--- config.mk ---
export PLATFORM = sky130hd
export DESIGN_NAME = link_quality_power_adapter_top
export DESIGN_NICKNAME = d
export VERILOG_FILES = /design/src/rtl/lqpa_pkg.sv /design/src/rtl/link_quality_power_adapter_top.sv
export SDC_FILE = /design/constraint.sdc
export NUM_CORES = 1
export LEC_CHECK = 0
export BUFFER_PORTS_ARGS = -buffer_cell sky130_fd_sc_hd__clkbuf_2
export CORE_MARGIN = 1.5
export CORE_UTILIZATION = 40
export CTS_BUF_LIST = sky130_fd_sc_hd__clkbuf_8
export CTS_CLUSTER_DIAMETER = 80
export DETAILED_ROUTE_END_ITERATION = 6
export GPL_TIMING_DRIVEN = 0
export PLACE_DENSITY = 0.68
export RECOVER_POWER = 25
export REMOVE_ABC_BUFFERS = 1
export SKIP_CTS_REPAIR_TIMING = 1
export SLEW_MARGIN = 40
export SYNTH_ARGS = -nofsm -noshare
export SYNTH_HDL_FRONTEND = slang
export SYNTH_SLANG_ARGS = --single-unit
export TNS_END_PERCENT = 5
--- constraint.sdc ---
create_clock -name clock -period 6.34 [get_ports clock]
set_input_delay 1.268 -clock clock [delete_from_list [all_inputs] [get_ports clock]]
set_output_delay 1.268 -clock clock [all_outputs]
set_load 0.1 [all_outputs]
--- src/rtl/lqpa_pkg.sv ---
// Package for the link quality power adapter: payload layouts, event codes, reset values.
`timescale 1ns / 1ps
`default_nettype none
package lqpa_pkg;

   localparam int POWER_MAX     = 3;
   localparam int POWER_W       = $clog2(POWER_MAX + 1);
   localparam int POWER_DEFAULT = (2 > POWER_MAX) ? POWER_MAX : 2;

   localparam logic [31:0] PERIOD_RESET = 32'd100000;
   localparam logic [15:0] MARGIN_RESET = 16'd8;
   localparam logic [15:0] THRESH_RESET = 16'd20;

   localparam int REQ_TDATA_W = 40;
   localparam int RSP_TDATA_W = 56;
   localparam int CSR_ADDR_W  = 2;
   localparam int CSR_DATA_W  = 32;

   typedef enum logic [1:0] {
      OP_TICK    = 2'd0,
      OP_GOOD_RX = 2'd1,
      OP_BAD_RX  = 2'd2,
      OP_BAD_TX  = 2'd3
   } op_type;

   typedef enum logic [CSR_ADDR_W-1:0] {
      CSR_EVAL_PERIOD = 2'd0,
      CSR_WARN_MARGIN = 2'd1,
      CSR_QUIET_GOOD  = 2'd2,
      CSR_UNUSED      = 2'd3
   } csr_addr_type;

   // Request payload, last field in the lowest bits.
   typedef struct packed {
      logic [5:0]  pad;
      logic [31:0] now_us;
      op_type      op;
   } req_data_type;

   // Result payload, last field in the lowest bits.
   typedef struct packed {
      logic [2:0]  pad;
      logic [15:0] tx_bad_seen;
      logic [15:0] rx_bad_seen;
      logic [15:0] good_seen;
      logic        window_closed;
      logic        quality_warning;
      logic        power_changed;
      logic [1:0]  power_out;
   } rsp_data_type;

endpackage
`default_nettype wire

--- src/rtl/link_quality_power_adapter_top.sv ---
// Top level of the link quality power adapter: event counters, window evaluation, power control.
//
// Usage: events arrive on the req_ stream (tdata: op, now_us). Good receive, bad receive and
// failed transmit events bump 16-bit wrapping counters; a tick whose time has reached the
// window deadline closes the window, may step the power level up or down and clears the
// counters. Every event yields exactly one result transaction on the rsp_ stream.
// Path: a request is held in the input register, then in the result register that the
// evaluation logic feeds, which drives rsp_tvalid.
// Throughput: one event per cycle while rsp_tready is high; the per-event update of counters,
// deadline and power level is a single pass of logic between the input register and the
// result register.
// Backpressure: when rsp_tready is low the result holds, one more event may wait in the
// input register, and req_tready drops only when both are full.
// Reset (synchronous, active high): counters clear, deadline = 100000, power = 2,
// registers return to period 100000, margin 8, threshold 20; both streams empty.
// csr_ writes take effect at once; the user makes them only while the block is idle (unchecked).
`timescale 1ns / 1ps
`default_nettype none
module link_quality_power_adapter_top (
   input  wire logic                                clock,
   input  wire logic                                reset,
   input  wire logic                                req_tvalid,
   output logic                                     req_tready,
   // fields from bit 0: op[1:0], now_us[33:2], zero pad
   input  wire logic [lqpa_pkg::REQ_TDATA_W-1:0]    req_tdata,
   output logic                                     rsp_tvalid,
   input  wire logic                                rsp_tready,
   // fields from bit 0: power_out[1:0], power_changed[2], quality_warning[3],
   // window_closed[4], good_seen[20:5], rx_bad_seen[36:21], tx_bad_seen[52:37], zero pad
   output logic [lqpa_pkg::RSP_TDATA_W-1:0]         rsp_tdata,
   input  wire logic                                csr_we,
   input  wire logic [lqpa_pkg::CSR_ADDR_W-1:0]     csr_addr,
   input  wire logic [lqpa_pkg::CSR_DATA_W-1:0]     csr_wdata
);
   import lqpa_pkg::*;

   // configuration
   logic [31:0]        period_ff;
   logic [15:0]        margin_ff;
   logic [15:0]        thresh_ff;

   // input register
   logic               s1_valid_ff, s1_valid_in;
   req_data_type       s1_data_ff;
   logic               s1_adv;

   // window state
   logic [15:0]        good_ff, good_in;
   logic [15:0]        rx_bad_ff, rx_bad_in;
   logic [15:0]        tx_bad_ff, tx_bad_in;
   logic [31:0]        deadline_ff, deadline_in;
   logic [POWER_W-1:0] power_ff, power_in;

   // result register
   logic               out_valid_ff, out_valid_in;
   rsp_data_type       out_data_ff, out_data_in;

   logic [31:0]        diff;
   logic               closing;
   logic [15:0]        score;
   logic [15:0]        limit;
   logic               changed;
   logic               warn;

   assign s1_adv     = s1_valid_ff && (!out_valid_ff || rsp_tready);
   assign req_tready = !s1_valid_ff || s1_adv;

   assign s1_valid_in  = (req_tvalid && req_tready) || (s1_valid_ff && !s1_adv);
   assign out_valid_in = s1_adv || (out_valid_ff && !rsp_tready);

   assign diff    = s1_data_ff.now_us - deadline_ff;
   assign closing = !diff[31];
   assign score   = rx_bad_ff + {tx_bad_ff[14:0], 1'b0};
   assign limit   = good_ff + margin_ff;

   always_comb begin
      good_in     = good_ff;
      rx_bad_in   = rx_bad_ff;
      tx_bad_in   = tx_bad_ff;
      deadline_in = deadline_ff;
      power_in    = power_ff;
      changed     = 1'b0;
      warn        = 1'b0;
      unique case (s1_data_ff.op)
         OP_GOOD_RX: good_in   = good_ff + 16'd1;
         OP_BAD_RX:  rx_bad_in = rx_bad_ff + 16'd1;
         OP_BAD_TX:  tx_bad_in = tx_bad_ff + 16'd1;
         OP_TICK: begin
            if (closing) begin
               deadline_in = s1_data_ff.now_us + period_ff;
               if (score > limit) begin
                  warn = 1'b1;
                  if (power_ff < POWER_W'(POWER_MAX)) begin
                     power_in = power_ff + POWER_W'(1);
                     changed  = 1'b1;
                  end
               end else if (score == 16'd0 && good_ff > thresh_ff &&
                            power_ff != POWER_W'(0)) begin
                  power_in = power_ff - POWER_W'(1);
                  changed  = 1'b1;
               end
               good_in   = 16'd0;
               rx_bad_in = 16'd0;
               tx_bad_in = 16'd0;
            end
         end
         default: ;
      endcase

      out_data_in                 = '0;
      out_data_in.power_out       = 2'(power_in);
      out_data_in.power_changed   = changed;
      out_data_in.quality_warning = warn;
      out_data_in.window_closed   = (s1_data_ff.op == OP_TICK) && closing;
      out_data_in.good_seen       = good_in;
      out_data_in.rx_bad_seen     = rx_bad_in;
      out_data_in.tx_bad_seen     = tx_bad_in;
   end

   always_ff @(posedge clock) begin
      if (reset) begin
         period_ff <= PERIOD_RESET;
         margin_ff <= MARGIN_RESET;
         thresh_ff <= THRESH_RESET;
      end else if (csr_we) begin
         unique case (csr_addr_type'(csr_addr))
            CSR_EVAL_PERIOD: period_ff <= csr_wdata;
            CSR_WARN_MARGIN: margin_ff <= csr_wdata[15:0];
            CSR_QUIET_GOOD:  thresh_ff <= csr_wdata[15:0];
            default: ;
         endcase
      end
   end

   always_ff @(posedge clock) begin
      if (reset) begin
         s1_valid_ff  <= 1'b0;
         out_valid_ff <= 1'b0;
         good_ff      <= '0;
         rx_bad_ff    <= '0;
         tx_bad_ff    <= '0;
         deadline_ff  <= PERIOD_RESET;
         power_ff     <= POWER_W'(POWER_DEFAULT);
      end else begin
         s1_valid_ff  <= s1_valid_in;
         out_valid_ff <= out_valid_in;
         // advance window state only when the transaction moves to the result register
         if (s1_adv) begin
            good_ff     <= good_in;
            rx_bad_ff   <= rx_bad_in;
            tx_bad_ff   <= tx_bad_in;
            deadline_ff <= deadline_in;
            power_ff    <= power_in;
         end
      end
   end

   always_ff @(posedge clock) begin
      if (req_tvalid && req_tready) begin
         s1_data_ff <= req_data_type'(req_tdata);
      end
      if (s1_adv) begin
         out_data_ff <= out_data_in;
      end
   end

   assign rsp_tvalid = out_valid_ff;
   assign rsp_tdata  = RSP_TDATA_W'(out_data_ff);

   // A result without a closed window never carries power or warning flags.
   a_flags_need_close: assert property (@(posedge clock) disable iff (reset)
      (rsp_tvalid && !out_data_ff.window_closed) |->
         (!out_data_ff.power_changed && !out_data_ff.quality_warning))
      else $error("power flags without window close");

   // A closed window reports cleared counters.
   a_close_clears: assert property (@(posedge clock) disable iff (reset)
      (rsp_tvalid && out_data_ff.window_closed) |->
         (out_data_ff.good_seen == 16'd0 && out_data_ff.rx_bad_seen == 16'd0 &&
          out_data_ff.tx_bad_seen == 16'd0))
      else $error("counters not cleared on window close");

   // With the result register empty the input side must accept.
   a_ready_when_empty: assert property (@(posedge clock) disable iff (reset)
      !rsp_tvalid |-> req_tready)
      else $error("input stalled with empty result register");

   // A power step after a warning is always upward.
   a_warn_raises: assert property (@(posedge clock) disable iff (reset)
      (s1_adv && warn && changed) |=> (power_ff == $past(power_ff) + POWER_W'(1)))
      else $error("warning did not raise power");

endmodule
`default_nettype wire
[After elaboration in Yosys (flattened, before gate mapping)]
Cells that the tools add are included.
Storage, ports and cells
  flip-flop bits (word level): 235
  bits in latches: 0
  RAM bits: 0
  ROM bits: 0
  word-level logic and storage cells: 78
  memories: 0
Cells by class
  add/subtract/negate cells: 9
  $mul: 0
  div/mod/pow operators: 0
  magnitude comparators: 3
  eq/ne operators: 5
  shift-type cells: 0
  multiplexer cells: 15
  bitwise gates (word level): 2
  reductions and logical operators: 25
Operators with widths (count)
  $pmux 16 s2: 3
  $add 16x1->16 const B: 3
  $mux 16: 3
  $add 16x16->16: 2
  $add 32x32->32: 1
  $gt 16x16->1: 2
  $sub 32x32->32: 1
  $logic_not 16->1: 1
  $mux 2: 5
  $logic_and 1x1->1: 7
  $eq 2x2->1 const B: 3
  $reduce_and 2->1: 3
  $logic_not 1->1: 5
  $eq 2x1->1 const B: 2
  $logic_not 2->1: 2
  $logic_or 1x1->1: 4
  $mux 1: 4
  $reduce_and 3->1: 1
  $add 2x1->2 const B: 1
  $lt 2x2->1 const B: 1
  $not 1->1: 2
  $reduce_bool 2->1: 1
  $reduce_or 2->1: 1
  $sub 2x1->2 const B: 1

[Logic depth before layout (Yosys ltp)]
  word-level depth: 8
  mapped depth: 20
  depth with buffers taken out: 20

[Least setup slack after synthesis]
Ideal clock, no wire load.
  path type: register to register
  from: register good_ff[0]
  to: register out_data_ff (netlist bit rsp_tdata[0]) (data pin)
  library setup time: 264 ps
  arrival: 4263 ps
  required time: 6076 ps
  slack: 1814 ps
  stages on the path, launching flop included: 21
  path buffers: 0
  clock period less this slack: 4526 ps
  cells stage by stage: dfxtp_1 ha_1 fa_1 a21o_1 a21oi_1 o21bai_1 a211o_1 a31oi_1 a211oi_1 o21ai_0 nand2_1 xnor2_1 ha_1 nand4_1 nor3_1 o31a_2 o31ai_1 inv_1 nor4_4 a22o_1 a22oi_1
RTL lines
  start, declared: RTL line link_quality_power_adapter_top.sv:48  | logic [15:0] good_ff, good_in;
  start signal, assigned: RTL line link_quality_power_adapter_top.sv:149  | good_ff <= good_in;
  end signal, assigned: RTL line link_quality_power_adapter_top.sv:163  | out_data_ff <= out_data_in;
  end, declared: RTL line link_quality_power_adapter_top.sv:56  | rsp_data_type out_data_ff, out_data_in;

==> summary.md <==
| Metric | Value |
|---|---|
| Final period util | 83.2% |
| Clock Sinks | 235 |
| CP Launch Type | flop |
| CP Class | flop to flop |
| Die X | 190 um |
| Clk_lat worst skew | 570 ps |
| Min Tclk post-route | 5270 ps |
| First-iteration detailed-routing DRC count | 768 |
| Slew Viols, Final | 108 |
| Pre-CTS setup slack | 1100 ps |
| Maximum vdd ir drop | 192 uV |
| Worst path bufs/invs | 1 |
| Remaining DRCs | 0 |
| Clock skew | 30.6 ps |
| CP arrival | 5570 ps |
| Core Footprint | 0.0345 mm2 |
| Leak pwr | 6.50 nW |
| Max incr delay on CP | 520 ps |
| Synth top area cells | dfxtp_1 (21%), edfxtp_1 (19%), ha_1 (12%) |
| Final hold violations | 0 |
| Die ar. | 0.0363 mm2 |
| Clock-pin slew of the registers on the worst-case setup and hold paths | 60 ps |
| Worst slew pin tran | 3690 ps |
| Netlist cell types | 84 |
| Max Freq | 0.190 GHz |
| Power Density | 236 mW/mm2 |
| Layout cells sized above 1 | 13.0% |
| Setup violations, final | 0 |
| Row count | 68 |
| All-layer global routing usage | 19.4% |
| Yosys top cell by area | dfxtp_1 |
| Number of synthesized flops with an enable pin | 87 |
| Largest net degree at the start of global routing | 83 |
| # H-tree levels | 2 |
| Fin nets | 1,959 |
| Die height | 190 um |
| Clock tree buffer depth | 3 |
| Io pins | 137 |
| WL/cell | 15.9 um |
| Root buffer cell | clkbuf_8 |
| Routed Antenna Nets | 0 |
| Max Cap Viol | 2 |
| Post-layout util | 46.1% |
| DR pass1 iterations | 5 |
| GPL Wtd Cong | 0.871 |
| Main flop type after synthesis | dfxtp_1 |
| Initial antenna violation count | 0 |
| CP required | 6630 ps |
| Cells after Synth | 1,643 |
| Area delta synth->final | 13.4% |
| Worst min path class | flop to flop |
| Num CTS Buffers | 41 |
| Congestion Overflow GR | 0 |
| Final HPWL DP | 25,600 um |
| CP most frequent cell | ha_1 |
| Ys Warns | 0 |
| Via count | 12,000 |
| CTS tree | built |
| Flops & latches, synth | 235 |
| First-pass GRT wire length | 56,900 um |
| Crit. End Element | flop |
| Starting Density | 40.7% |
| PortBufs | 127 |
| Worst-path fanout max | 7 |
| DR vias/cell | 5.39 |
| Final cell count without fillers | 2,231 |
| RSZ-0062 raised after global routing | no |
| DRT Wirelength | 35,500 um |
| Crit-path leading delay family | compound AO/OA/AOI/OAI gates |
| DP Cell Count | 2,156 |
| Ys async rst share | 0% |
| Slew headroom | -146% |
| Ant diodes | 0 |
| Status | finished with violations |
| Crit path max-delay cell type | o31ai_2 |
| Crit-path cells | ha_1 -> fa_1 -> a21o_1 -> a21oi_1 -> o21bai_1 -> a211o_1 -> a31oi_1 -> a211oi_1 -> o21ai_0 -> nand2_1 -> xnor2_1 -> ha_1 -> nand4_1 -> nor3_1 -> o31a_2 -> o31ai_2 -> inv_1 -> nor4_4 -> a22o_1 -> a22oi_1 |
| Cell area after technology mapping | 0.0140 mm2 |
| Mean Syn Cell Area | 8.55 um2 |
| Failing checks | max-capacitance violations, max-slew violations |
| Final WS setup | 1070 ps |
| Sequential fraction of the synthesis area | 39.7% |
| Vias in the first global route | 11,400 |
| Top cell type's share of synthesized area | 21.1% |
-- registers in the layout, summed over array words and instances, names as in the netlist, 2 cells and up --
| name | flops |
|---|---|
| deadline_ff | 32 |
| good_ff | 16 |
| s1_data_ff | 34 |
| margin_ff | 16 |
| thresh_ff | 16 |
| period_ff | 32 |
| rx_bad_ff | 16 |
| rsp_tdata | 53 |
| power_ff | 2 |
| tx_bad_ff | 16 |
-- path summary, 6_finish.rpt --
path,to,slack [ps],from,depth (start not counted)
setup / recovery,rsp_tdata[0],1070,good_ff[0],20
hold / removal,deadline_ff[26],450,deadline_ff[26],2
setup reg to reg,rsp_tdata[0],1070,good_ff[0],20
hold reg to reg,deadline_ff[26],450,deadline_ff[26],2
-- per-layer routing --
metal  track usage, %  wire, um
met5                0         0
met4             6.54       938
met3             2.65      1690
met2             34.5     17400
met1             23.8     15500
-- layout by cell type, fill, tap and decap left out, types with 6 or more instances in the layout --
cell type    n
clkbuf_1    10
or2_2        6
nor3_1      37
o21a_1      17
nand3_1     44
nand4_1     25
a21o_1      14
a21oi_1    170
o22a_1      11
o211ai_1    13
xor2_1      19
and3_1      16
o21bai_1    10
nor2b_1     11
o31ai_1      8
ha_1       131
nand2_1    238
clkbuf_8    48
nor2_1     144
a211oi_1    17
mux2i_1     11
nand2b_1    10
a22oi_1     14
dfxtp_1    148
clkbuf_2   117
clkinv_2    11
a31oi_1     15
o21ai_0     98
edfxtp_1    87
inv_1      103
xnor2_1     26
-- cell usage after synthesis, types with 17 or more instances --
master    instances
nand2_1         239
a21oi_1         171
dfxtp_1         148
nor2_1          145
ha_1            133
inv_1           100
o21ai_0          98
edfxtp_1         87
clkbuf_1         56
nand3_1          44
nor3_1           38
xnor2_1          26
nand4_1          25
xor2_1           19
a211oi_1         17
o21a_1           17
-- worst min-delay path: stages (launching register included) --
cell and delay (ps):
dfxtp_1 310, nand2_1 50, a21oi_1 50
-- layout make-up --
cell class,instances,area [um2]
multi-input cells,1233,7860
fillers,3398,18600
clock buffers,47,647
well taps,455,569
inverters,101,389
clock inverters,28,219
repair buffers,132,682
flip-flops and latches,235,5580
-- power by group --
| part | leakage, nW | total, mW | internal (mW) | switching [mW] |
|---|---|---|---|---|
| clock network | 0.465 | 1.47 | 0.811 | 0.661 |
| logic | 4.01 | 0.615 | 0.190 | 0.425 |
| registers | 2.03 | 1.67 | 1.63 | 0.0447 |
| total | 6.50 | 3.76 | 2.63 | 1.13 |
-- per-stage QoR --
step	TNS (ps)	area, um2	total power [mW]	hold slack [ps]
6_report	0	15900	3.76	450
5_1_grt	0	15900	3.92	465
4_1_cts	0	16000	3.79	453
3_5_place_dp	0	15100	2.32	446
3_3_place_gp	-46000	15000	2.30	438
2_1_floorplan	0	13800	2.14	426
-- cells by family (layout without fill, tap and decap cells) --
| group | count (synthesis) | after routing | synth area share, % |
|---|---|---|---|
| other | 1 | 3 | 0.0267 |
| muxes | 14 | 14 | 1.02 |
| buffers and inverters | 177 | 308 | 4.88 |
| adders and majority gates | 136 | 136 | 12.3 |
| and+or+nand+nor | 577 | 577 | 18.6 |
| xor gates and xnor gates | 46 | 46 | 2.92 |
| AOI/OAI and AO/OA | 457 | 457 | 20.6 |
| DFF | 235 | 235 | 39.7 |
Power figures use the tool's default switching activity.
